`src/sijm_pkg.sv`:
```
// Shared types and constants for the sample interval jitter monitor.
// Holds the phase and item codes, register indexes and the controller/datapath structs.
// Depends on nothing; every other file refers to it by scoped names.
package sijm_pkg;

  localparam int FRAC_BITS_DEF     = 16;
  localparam int INTERVAL_BITS_DEF = 32;

  localparam logic [15:0] RESET_SAMPLE_PERIOD = 16'd1;
  localparam logic [31:0] RESET_SETTLE_TIME   = 32'd2000;
  localparam logic [31:0] RESET_STOP_TIME     = 32'd2000;
  localparam logic [31:0] ALL_ONES32          = 32'hFFFF_FFFF;

  // Divider geometry: magnitude of the numerator and width of the running count.
  localparam int DIV_NUM_W = 50;
  localparam int DIV_DEN_W = 32;

  localparam logic [1:0] REG_SAMPLE_PERIOD = 2'd0;
  localparam logic [1:0] REG_SETTLE_TIME   = 2'd1;
  localparam logic [1:0] REG_STOP_TIME     = 2'd2;

  typedef enum logic [1:0] {
    FUNC_START  = 2'd0,
    FUNC_SAMPLE = 2'd1,
    FUNC_STOP   = 2'd2
  } func_t;

  typedef enum logic [1:0] {
    PH_IDLE      = 2'd0,
    PH_SETTLE    = 2'd1,
    PH_MEASURE   = 2'd2,
    PH_STOP_WAIT = 2'd3
  } phase_t;

  typedef struct packed {
    logic take;
    logic clear;
    logic set_stop;
    logic prep;
    logic count;
    logic mul;
    logic check;
    logic acc;
    logic div_start;
    logic mean;
    logic dev_prep;
    logic dev;
    logic load_out;
  } cmd_t;

  typedef struct packed {
    phase_t phase;
    logic   div_done;
  } status_t;

endpackage

```
`src/sijm_div.sv`:
```
// Iterative unsigned divider for the jitter monitor, two quotient bits per cycle.
// Used by sijm_datapath; takes its widths from sijm_pkg.
module sijm_div (
  input  logic                           clk,
  input  logic                           rst,
  input  logic                           start,
  input  logic [sijm_pkg::DIV_NUM_W-1:0] numer,
  input  logic [sijm_pkg::DIV_DEN_W-1:0] denom,
  output logic                           done,
  output logic [sijm_pkg::DIV_NUM_W-1:0] quot
);

  localparam int NW    = sijm_pkg::DIV_NUM_W;
  localparam int DW    = sijm_pkg::DIV_DEN_W;
  localparam int STEPS = NW / 2;
  localparam int CW    = $clog2(STEPS + 1);

  logic          busy;
  logic [CW-1:0] cnt;
  logic [NW-1:0] num;
  logic [DW-1:0] rem;
  logic [DW-1:0] den;

  logic [DW:0]   r1, r2, sub1, sub2;
  logic          ge1, ge2;
  logic [DW-1:0] rem1, rem2;

  // The numerator shifts out at the top while quotient bits shift in below.
  always_comb begin
    r1   = {rem, num[NW-1]};
    sub1 = r1 - {1'b0, den};
    ge1  = (r1 >= {1'b0, den});
    rem1 = ge1 ? sub1[DW-1:0] : r1[DW-1:0];
    r2   = {rem1, num[NW-2]};
    sub2 = r2 - {1'b0, den};
    ge2  = (r2 >= {1'b0, den});
    rem2 = ge2 ? sub2[DW-1:0] : r2[DW-1:0];
  end

  always_ff @(posedge clk) begin
    if (rst) begin
      busy <= 1'b0;
      done <= 1'b0;
      cnt  <= '0;
    end else begin
      done <= 1'b0;
      if (start) begin
        busy <= 1'b1;
        cnt  <= CW'(STEPS);
      end else if (busy) begin
        cnt <= cnt - CW'(1);
        if (cnt == CW'(1)) begin
          busy <= 1'b0;
          done <= 1'b1;
        end
      end
    end
  end

  always_ff @(posedge clk) begin
    if (start) begin
      num <= numer;
      rem <= '0;
      den <= denom;
    end else if (busy) begin
      num <= {num[NW-3:0], ge1, ge2};
      rem <= rem2;
    end
  end

  assign quot = num;

endmodule

```
`src/sijm_ctrl.sv`:
```
// Sequencer of the jitter monitor: walks each word through its steps.
// Drives sijm_datapath through sijm_pkg::cmd_t and reads sijm_pkg::status_t.
module sijm_ctrl (
  input  logic              clk,
  input  logic              rst,
  input  logic              in_valid,
  output logic              in_ready,
  input  logic [1:0]        func,
  output logic              out_valid,
  input  logic              out_ready,
  input  sijm_pkg::status_t status,
  output sijm_pkg::cmd_t    cmd
);

  typedef enum logic [3:0] {
    S_IDLE,
    S_CLEAR,
    S_STOP,
    S_PREP,
    S_COUNT,
    S_MUL,
    S_CHECK,
    S_ACC,
    S_DIV1_GO,
    S_DIV1_WAIT,
    S_MEAN,
    S_DEV_PREP,
    S_DIV2_GO,
    S_DIV2_WAIT,
    S_DEV,
    S_DONE
  } state_t;

  state_t state;
  logic   out_free;

  assign in_ready = (state == S_IDLE);
  assign out_free = !out_valid || out_ready;

  always_comb begin
    cmd           = '0;
    cmd.take      = (state == S_IDLE) && in_valid;
    cmd.clear     = (state == S_CLEAR);
    cmd.set_stop  = (state == S_STOP);
    cmd.prep      = (state == S_PREP);
    cmd.count     = (state == S_COUNT);
    cmd.mul       = (state == S_MUL);
    cmd.check     = (state == S_CHECK);
    cmd.acc       = (state == S_ACC);
    cmd.div_start = (state == S_DIV1_GO) || (state == S_DIV2_GO);
    cmd.mean      = (state == S_MEAN);
    cmd.dev_prep  = (state == S_DEV_PREP);
    cmd.dev       = (state == S_DEV);
    cmd.load_out  = (state == S_DONE) && out_free;
  end

  always_ff @(posedge clk) begin
    if (rst) begin
      state     <= S_IDLE;
      out_valid <= 1'b0;
    end else begin
      // In the final step a taken result word is replaced by the new one below.
      if (out_valid && out_ready && (state != S_DONE)) begin
        out_valid <= 1'b0;
      end
      case (state)
        S_IDLE: begin
          if (in_valid) begin
            case (func)
              sijm_pkg::FUNC_START:  state <= S_CLEAR;
              sijm_pkg::FUNC_SAMPLE: state <= S_PREP;
              sijm_pkg::FUNC_STOP:   state <= S_STOP;
              default:               state <= S_DONE;
            endcase
          end
        end
        S_CLEAR:  state <= S_DONE;
        S_STOP:   state <= S_DONE;
        S_PREP:   state <= S_COUNT;
        S_COUNT:  state <= S_MUL;
        S_MUL:    state <= S_CHECK;
        S_CHECK:  state <= S_ACC;
        S_ACC: begin
          if (status.phase == sijm_pkg::PH_MEASURE) begin
            state <= S_DIV1_GO;
          end else begin
            state <= S_DONE;
          end
        end
        S_DIV1_GO: state <= S_DIV1_WAIT;
        S_DIV1_WAIT: begin
          if (status.div_done) begin
            state <= S_MEAN;
          end
        end
        S_MEAN:     state <= S_DEV_PREP;
        S_DEV_PREP: state <= S_DIV2_GO;
        S_DIV2_GO:  state <= S_DIV2_WAIT;
        S_DIV2_WAIT: begin
          if (status.div_done) begin
            state <= S_DEV;
          end
        end
        S_DEV: state <= S_DONE;
        S_DONE: begin
          if (out_free) begin
            out_valid <= 1'b1;
            state     <= S_IDLE;
          end
        end
        default: state <= S_IDLE;
      endcase
    end
  end

endmodule

```
`src/sijm_datapath.sv`:
```
// Datapath of the jitter monitor: phase, counters, statistics and the result register.
// Uses sijm_pkg types and instantiates sijm_div for the two running-mean divisions.
module sijm_datapath #(
  parameter int FRAC_BITS     = sijm_pkg::FRAC_BITS_DEF,
  parameter int INTERVAL_BITS = sijm_pkg::INTERVAL_BITS_DEF
) (
  input  logic                     clk,
  input  logic                     rst,
  input  sijm_pkg::cmd_t           cmd,
  output sijm_pkg::status_t        status,
  input  logic [63:0]              timestamp,
  input  logic [15:0]              sample_period,
  input  logic [31:0]              settle_time,
  input  logic [31:0]              stop_wait_time,
  output logic                     finished,
  output logic [1:0]               phase,
  output logic [31:0]              measured_count,
  output logic [31:0]              interval,
  output logic [47:0]              mean_interval,
  output logic signed [47:0]       mean_deviation,
  output logic [31:0]              longest,
  output logic [31:0]              shortest
);

  localparam logic [63:0] IV_LIM = (64'd1 << INTERVAL_BITS) - 64'd1;
  localparam logic [63:0] MAX48  = 64'h0000_FFFF_FFFF_FFFF;
  localparam logic [47:0] DEV_HI = 48'h7FFF_FFFF_FFFF;
  localparam logic [47:0] DEV_LO = 48'h8000_0000_0000;
  localparam int          NW     = sijm_pkg::DIV_NUM_W;

  sijm_pkg::phase_t phase_reg;
  logic             stop_pending;
  logic [31:0]      settle_count, run_count, stop_count;
  logic [63:0]      last_timestamp;
  logic [31:0]      last_interval;
  logic [47:0]      mean_acc;
  logic [47:0]      deviation_acc;
  logic [31:0]      max_interval, min_interval;

  logic [63:0]      ts_hold;
  logic [31:0]      iv;
  logic [47:0]      prod;
  logic             num_neg;
  logic [NW-1:0]    num_mag;

  logic [63:0]      raw, x_wide;
  logic [31:0]      iv_sat;
  logic [47:0]      x;
  logic [49:0]      diff1;
  logic [50:0]      diff2;
  logic [31:0]      denom;
  logic             div_done;
  logic [NW-1:0]    quot;
  logic [50:0]      q_s;
  logic [51:0]      mean_sum, dev_sum;
  logic [47:0]      mean_new, dev_new;
  logic [31:0]      count_sel;

  function automatic logic [31:0] inc_sat(input logic [31:0] v);
    inc_sat = (v == sijm_pkg::ALL_ONES32) ? v : v + 32'd1;
  endfunction

  always_comb begin
    raw    = ts_hold - last_timestamp;
    iv_sat = (raw > IV_LIM) ? IV_LIM[31:0] : raw[31:0];
    x_wide = {32'd0, iv} << FRAC_BITS;
    x      = (x_wide > MAX48) ? MAX48[47:0] : x_wide[47:0];
    // Numerators are held as sign and magnitude; the divider works on magnitudes.
    diff1  = {2'b00, x} - {2'b00, mean_acc};
    diff2  = {3'b000, mean_acc} - {3'b000, x} - {{3{deviation_acc[47]}}, deviation_acc};
    denom  = (run_count == 32'd0) ? 32'd1 : run_count;
    q_s    = num_neg ? (~{1'b0, quot} + 51'd1) : {1'b0, quot};
    mean_sum = {4'b0000, mean_acc} + {q_s[50], q_s};
    dev_sum  = {{4{deviation_acc[47]}}, deviation_acc} + {q_s[50], q_s};
    if (mean_sum[51]) begin
      mean_new = '0;
    end else if (mean_sum[50:48] != 3'b000) begin
      mean_new = MAX48[47:0];
    end else begin
      mean_new = mean_sum[47:0];
    end
    if (dev_sum[51] && (dev_sum[51:47] != 5'b11111)) begin
      dev_new = DEV_LO;
    end else if (!dev_sum[51] && (dev_sum[51:47] != 5'b00000)) begin
      dev_new = DEV_HI;
    end else begin
      dev_new = dev_sum[47:0];
    end
    count_sel = (phase_reg == sijm_pkg::PH_SETTLE) ? settle_count : stop_count;
  end

  sijm_div u_div (
    .clk   (clk),
    .rst   (rst),
    .start (cmd.div_start),
    .numer (num_mag),
    .denom (denom),
    .done  (div_done),
    .quot  (quot)
  );

  assign status = {phase_reg, div_done};

  always_ff @(posedge clk) begin
    if (rst || cmd.clear) begin
      phase_reg      <= rst ? sijm_pkg::PH_IDLE : sijm_pkg::PH_SETTLE;
      stop_pending   <= 1'b0;
      settle_count   <= '0;
      run_count      <= '0;
      stop_count     <= '0;
      last_timestamp <= '0;
      last_interval  <= '0;
      mean_acc       <= '0;
      deviation_acc  <= '0;
      max_interval   <= '0;
      min_interval   <= sijm_pkg::ALL_ONES32;
    end else begin
      if (cmd.set_stop) begin
        stop_pending <= 1'b1;
      end
      if (cmd.prep) begin
        last_timestamp <= ts_hold;
        if (stop_pending && (phase_reg != sijm_pkg::PH_STOP_WAIT)) begin
          phase_reg  <= sijm_pkg::PH_STOP_WAIT;
          stop_count <= '0;
        end
      end
      if (cmd.count) begin
        case (phase_reg)
          sijm_pkg::PH_SETTLE: begin
            run_count    <= '0;
            settle_count <= inc_sat(settle_count);
          end
          sijm_pkg::PH_MEASURE:   run_count  <= inc_sat(run_count);
          sijm_pkg::PH_STOP_WAIT: stop_count <= inc_sat(stop_count);
          default: ;
        endcase
      end
      if (cmd.check) begin
        if ((phase_reg == sijm_pkg::PH_SETTLE) && (prod >= {16'd0, settle_time})) begin
          run_count <= 32'd1;
          phase_reg <= sijm_pkg::PH_MEASURE;
        end else if ((phase_reg == sijm_pkg::PH_STOP_WAIT) &&
                     (prod >= {16'd0, stop_wait_time})) begin
          phase_reg    <= sijm_pkg::PH_IDLE;
          stop_pending <= 1'b0;
        end
      end
      if (cmd.acc && (phase_reg == sijm_pkg::PH_SETTLE)) begin
        mean_acc      <= x;
        deviation_acc <= '0;
      end
      if (cmd.mean) begin
        mean_acc <= mean_new;
      end
      if (cmd.dev) begin
        deviation_acc <= dev_new;
        last_interval <= iv;
        if (iv > max_interval) begin
          max_interval <= iv;
        end
        if (iv < min_interval) begin
          min_interval <= iv;
        end
      end
    end
  end

  // Working registers and the result word carry no reset.
  always_ff @(posedge clk) begin
    if (cmd.take) begin
      ts_hold <= timestamp;
    end
    if (cmd.prep) begin
      iv <= iv_sat;
    end
    if (cmd.mul) begin
      prod <= {16'd0, count_sel} * {32'd0, sample_period};
    end
    if (cmd.acc) begin
      num_neg <= diff1[49];
      num_mag <= diff1[49] ? (~diff1 + 50'd1) : diff1;
    end
    if (cmd.dev_prep) begin
      num_neg <= diff2[50];
      num_mag <= diff2[50] ? NW'(~diff2 + 51'd1) : diff2[NW-1:0];
    end
    if (cmd.load_out) begin
      finished       <= (phase_reg == sijm_pkg::PH_IDLE);
      phase          <= phase_reg;
      measured_count <= run_count;
      interval       <= last_interval;
      mean_interval  <= mean_acc;
      mean_deviation <= deviation_acc;
      longest        <= max_interval;
      shortest       <= min_interval;
    end
  end

endmodule

```
`src/sample_interval_jitter_monitor_core.sv`:
```
// Sample interval jitter monitor: measures how regular a sampling tick is from its
// timestamps. One word in gives one result word out. A start or stop word passes its clear
// or stop step before its result, an unused code goes straight to it; a sample word passes
// prepare, count, multiply, check and accumulate, and in the measure phase also the two
// running-mean divisions by the measured count, done in the shared divider at two quotient
// bits a cycle. The next word can be accepted in the same cycle as a result is presented.
// Words are taken one at a time; a finished result waits in the output register while the
// next word is accepted. Registers sit at byte addresses 0, 4 and 8 of the APB port.
// Top level; depends on sijm_pkg, sijm_ctrl, sijm_datapath and sijm_div.
module sample_interval_jitter_monitor_core #(
  parameter int FRAC_BITS     = sijm_pkg::FRAC_BITS_DEF,
  parameter int INTERVAL_BITS = sijm_pkg::INTERVAL_BITS_DEF
) (
  input  logic               clk,
  input  logic               rst,
  input  logic               psel,
  input  logic               penable,
  input  logic               pwrite,
  input  logic [3:0]         paddr,
  input  logic [31:0]        pwdata,
  output logic [31:0]        prdata,
  output logic               pready,
  input  logic               in_valid,
  output logic               in_ready,
  input  logic [1:0]         func,
  input  logic [63:0]        timestamp,
  output logic               out_valid,
  input  logic               out_ready,
  output logic               finished,
  output logic [1:0]         phase,
  output logic [31:0]        measured_count,
  output logic [31:0]        interval,
  output logic [47:0]        mean_interval,
  output logic signed [47:0] mean_deviation,
  output logic [31:0]        longest,
  output logic [31:0]        shortest
);

  logic [15:0]       sample_period;
  logic [31:0]       settle_time;
  logic [31:0]       stop_wait_time;
  logic [1:0]        reg_index;
  logic              wr_en;
  sijm_pkg::cmd_t    cmd;
  sijm_pkg::status_t status;

  assign pready    = 1'b1;
  assign reg_index = paddr[3:2];
  assign wr_en     = psel && penable && pwrite;

  always_ff @(posedge clk) begin
    if (rst) begin
      sample_period  <= sijm_pkg::RESET_SAMPLE_PERIOD;
      settle_time    <= sijm_pkg::RESET_SETTLE_TIME;
      stop_wait_time <= sijm_pkg::RESET_STOP_TIME;
    end else if (wr_en) begin
      case (reg_index)
        sijm_pkg::REG_SAMPLE_PERIOD: sample_period  <= pwdata[15:0];
        sijm_pkg::REG_SETTLE_TIME:   settle_time    <= pwdata;
        sijm_pkg::REG_STOP_TIME:     stop_wait_time <= pwdata;
        default: ;
      endcase
    end
  end

  always_comb begin
    case (reg_index)
      sijm_pkg::REG_SAMPLE_PERIOD: prdata = {16'd0, sample_period};
      sijm_pkg::REG_SETTLE_TIME:   prdata = settle_time;
      sijm_pkg::REG_STOP_TIME:     prdata = stop_wait_time;
      default:                     prdata = '0;
    endcase
  end

  sijm_ctrl u_ctrl (
    .clk       (clk),
    .rst       (rst),
    .in_valid  (in_valid),
    .in_ready  (in_ready),
    .func      (func),
    .out_valid (out_valid),
    .out_ready (out_ready),
    .status    (status),
    .cmd       (cmd)
  );

  sijm_datapath #(
    .FRAC_BITS     (FRAC_BITS),
    .INTERVAL_BITS (INTERVAL_BITS)
  ) u_datapath (
    .clk            (clk),
    .rst            (rst),
    .cmd            (cmd),
    .status         (status),
    .timestamp      (timestamp),
    .sample_period  (sample_period),
    .settle_time    (settle_time),
    .stop_wait_time (stop_wait_time),
    .finished       (finished),
    .phase          (phase),
    .measured_count (measured_count),
    .interval       (interval),
    .mean_interval  (mean_interval),
    .mean_deviation (mean_deviation),
    .longest        (longest),
    .shortest       (shortest)
  );

endmodule

```
`config.mk`:
```
export PLATFORM = sky130hd
export DESIGN_NAME = sample_interval_jitter_monitor_core
export DESIGN_NICKNAME = d
export VERILOG_FILES = /design/src/sijm_pkg.sv /design/src/sijm_div.sv /design/src/sijm_ctrl.sv /design/src/sijm_datapath.sv /design/src/sample_interval_jitter_monitor_core.sv
export SDC_FILE = /design/constraint.sdc
export NUM_CORES = 2
export LEC_CHECK = 0
export BUFFER_PORTS_ARGS = -buffer_cell sky130_fd_sc_hd__buf_2
export CAP_MARGIN = 25
export CORE_ASPECT_RATIO = 1.1
export CORE_MARGIN = 8
export CORE_UTILIZATION = 45
export DETAILED_ROUTE_END_ITERATION = 6
export HOLD_SLACK_MARGIN = 0.05
export RECOVER_POWER = 25
export SKIP_LAST_GASP = 1
export SLEW_MARGIN = 10
export SYNTH_ARGS = -nofsm -noshare
export SYNTH_HDL_FRONTEND = slang
export SYNTH_SLANG_ARGS = --single-unit
```
`constraint.sdc`:
```
create_clock -name clk -period 26.2 [get_ports clk]
set_input_delay 1.31 -clock clk [delete_from_list [all_inputs] [get_ports clk]]
set_output_delay 1.31 -clock clk [all_outputs]
set_load 0.02 [all_outputs]
```
==> metrics.csv <==
metric,value,unit
outcome,"complete, but fails checks",
failing checks,"max-capacitance violations, max-slew violations",
PortBufs,367,
Die X,415,um
Ys Warns,0,
Die Span Y,455,um
CP max-delay cell,ha_2,
vias in the first global route,66349,
"Reg clk slew, reported paths",60,ps
Synth area leader,edfxtp_1,
number of DRC markers after the initial detailed-route iteration,5331,
Mean Syn Cell Area,8.70,sq um
CP Cell Sequence,"inv_1, ha_2, mux2_2, and2_1, fa_1, inv_1, fa_1, fa_1, inv_1, fa_1, fa_1, inv_1, fa_1, inv_1, ha_1, nand3_1, or3_1, or4_1, nand2_1, o221ai_1, o31ai_1, a31oi_1, o211ai_1, xor2_1",
Least-Margin Pin Slew,3620,ps
number of clock sinks,983,
sw frac,43.3,%
die area,0.189,sq mm
setup bufs post-CTS,0,
largest net degree at the start of global routing,86,
Final ANT Viol Nets,0,
# Max-Cap Violations,4,
final instance area,0.0867,sq mm
Num CTS Buffers,107,
Synth top area share,19.2,%
Design Power,7.47,mW
routability cong.,0.930,
Yosys reg bits,983,
Vias per Instance,5.73,
f_max,111,MHz
first-pass GRT wire length,385000,um
Crit Path Max Fanout,37,
H-tree levels,3,
ys flop type,edfxtp_1,
Mapped Cells,9082,
DR WL/cell,21.6,um
Starting Density,45.2,%
"Net Count, Synth",10215,
setup_tns,0,ps
asr flop ratio synth,0,%
antenna violations before repair,14,
fin. max-slew vios,155,
CP endpoint kind,register,
NetSw,3.23,mW
post-CTS sizing,0,
Mapped Area,0.0790,sq mm
CP top delay family,adder cells,
Clock Skew,99.0,ps
post-layout minimum cycle time,8990,ps
io pins,371,
core area,0.175,sq mm
CP arrival,9460,ps
Setup-failing EPs final,0,
hold_buf cts,0,
Syn-to-layout area delta,9.74,%
Reg power frac,27.1,%
P_int,4.24,mW
Total GRT Usage,25.5,%
"most used cell, CP",fa_1,
Required @ worst endpoint,26670,ps
Min-Delay Path Class,register to register,
critical path class,register to register,
"EDFF count, synth",504,
Final Hold Fails,0,
dpl ws,17230,ps
drt pass-1 iters,6,
CP startpoint kind,register,
Residual DRC,0,
final wirelength,250000,um
latest clock arrival within the worst-skew pair,790,ps
Relative slew margins,-141,%
"Cell Area, Placed",0.0829,sq mm
Crit path largest cell delay,790,ps
most area-consuming cells after synthesis,"edfxtp_1 (19%), dfxtp_1 (12%), fa_1 (11%)",
distinct cell type count after synthesis,101,
RSZ-0062 raised after global routing,no,
final setup margin,17210,ps
Comb pwr share,51.2,%
CTS tree,built,
most frequent cell after synthesis,nand2_1,
clock share of power,21.7,%
share of layout cells above drive strength 1,8.60,%
# nets final,10339,
"Core Util, Final",49.6,%
buffers and inverters on the worst path,5,
"Seq/Total Area, Yosys",31.3,%
root buffer cell,clkbuf_16,
largest registers,"u_datapath.last_timestamp (64), u_datapath.ts_hold (64)",
gr ovfl total,0,
maximum VDD drop,0.0000700,V
Vias,66492,
leak pwr,36.6,nW
CTS Buffer Depth,3,
period utilization,34.3,%
post-DP HPWL,191000,um
site row count,161,
"top cells by count, synth","nand2_1 (1,263), inv_1 (941), a21oi_1 (755)",
pwr/cell area,86.2,mW/mm^2
[layout by cell type, fill, tap and decap left out, types with 66 or more instances in the layout]
| master | count |
|---|---|
| fa_1 | 425 |
| xnor2_1 | 356 |
| nand3_1 | 159 |
| inv_1 | 938 |
| a21oi_1 | 752 |
| and3_1 | 66 |
| buf_4 | 97 |
| nand4_1 | 140 |
| nor3_1 | 162 |
| buf_2 | 364 |
| a21o_1 | 242 |
| nand2_1 | 1262 |
| ha_1 | 598 |
| dfxtp_1 | 474 |
| nor2b_1 | 68 |
| nor2_1 | 478 |
| o21ai_0 | 408 |
| and2_1 | 260 |
| mux2i_1 | 97 |
| o21a_1 | 71 |
| a31oi_1 | 83 |
| xor2_1 | 169 |
| clkbuf_16 | 110 |
| o211ai_1 | 75 |
| edfxtp_1 | 504 |
[path summary, 6_finish.rpt]
check | from | to | slack (ps) | cells past startpoint
setup / recovery | u_datapath.phase_reg[1] | u_datapath.prod[46] | 17210 | 24
hold / removal | u_datapath.last_interval[6] | u_datapath.interval[6] | 420 | 0
setup reg to reg | u_datapath.phase_reg[1] | u_datapath.prod[46] | 17210 | 24
hold reg to reg | u_datapath.last_interval[6] | u_datapath.interval[6] | 420 | 0
[area by class of cell]
class                   instances  area [sq um]
multi-input cells            6685         49000
repair buffers                486          2720
fillers                     16611         88000
well taps                    2282          2860
clock inverters                61           831
inverters                     943          3540
flip-flops and latches        983         24700
diodes                         16          40.0
clock buffers                 139          2930
[power groups by stage]
stage | Clock [mW] | Combinational, mW | Sequential (mW)
finish | 1.62 | 3.83 | 2.02
global route | 1.72 | 4.21 | 2.04
CTS | 1.66 | 3.80 | 2.02
detailed placement | 0 | 3.78 | 2.05
global placement | 0 | 3.73 | 2.05
floorplan | 0 | 2.84 | 2.00
[cell families after synthesis]
| family | after synthesis | share of synthesized area (%) |
|---|---|---|
| AOI/OAI and AO/OA | 2111 | 16.8 |
| DFF | 983 | 31.3 |
| adders and majority gates | 1024 | 20.3 |
| xor gates and xnor gates | 525 | 5.82 |
| other | 1 | 0.00475 |
| and+or+nand+nor | 2875 | 17.1 |
| buffers and inverters | 1414 | 6.79 |
| muxes | 149 | 1.97 |
[per-stage QoR]
step / instances / hold slack (ps)
final: 11595 / 420
after global routing: 11589 / 435
after CTS: 11575 / 426
after detailed placement: 11375 / 417
after global placement: 11369 / 413
after floorplan: 9082 / 408
[metal layers]
metal | wire (um) | track usage [%]
met5 | 0 | 0
met4 | 14300 | 13.1
met3 | 12300 | 2.53
met2 | 123000 | 45.0
met1 | 100000 | 30.9
Note: power is estimated with default switching activity, not from simulation.
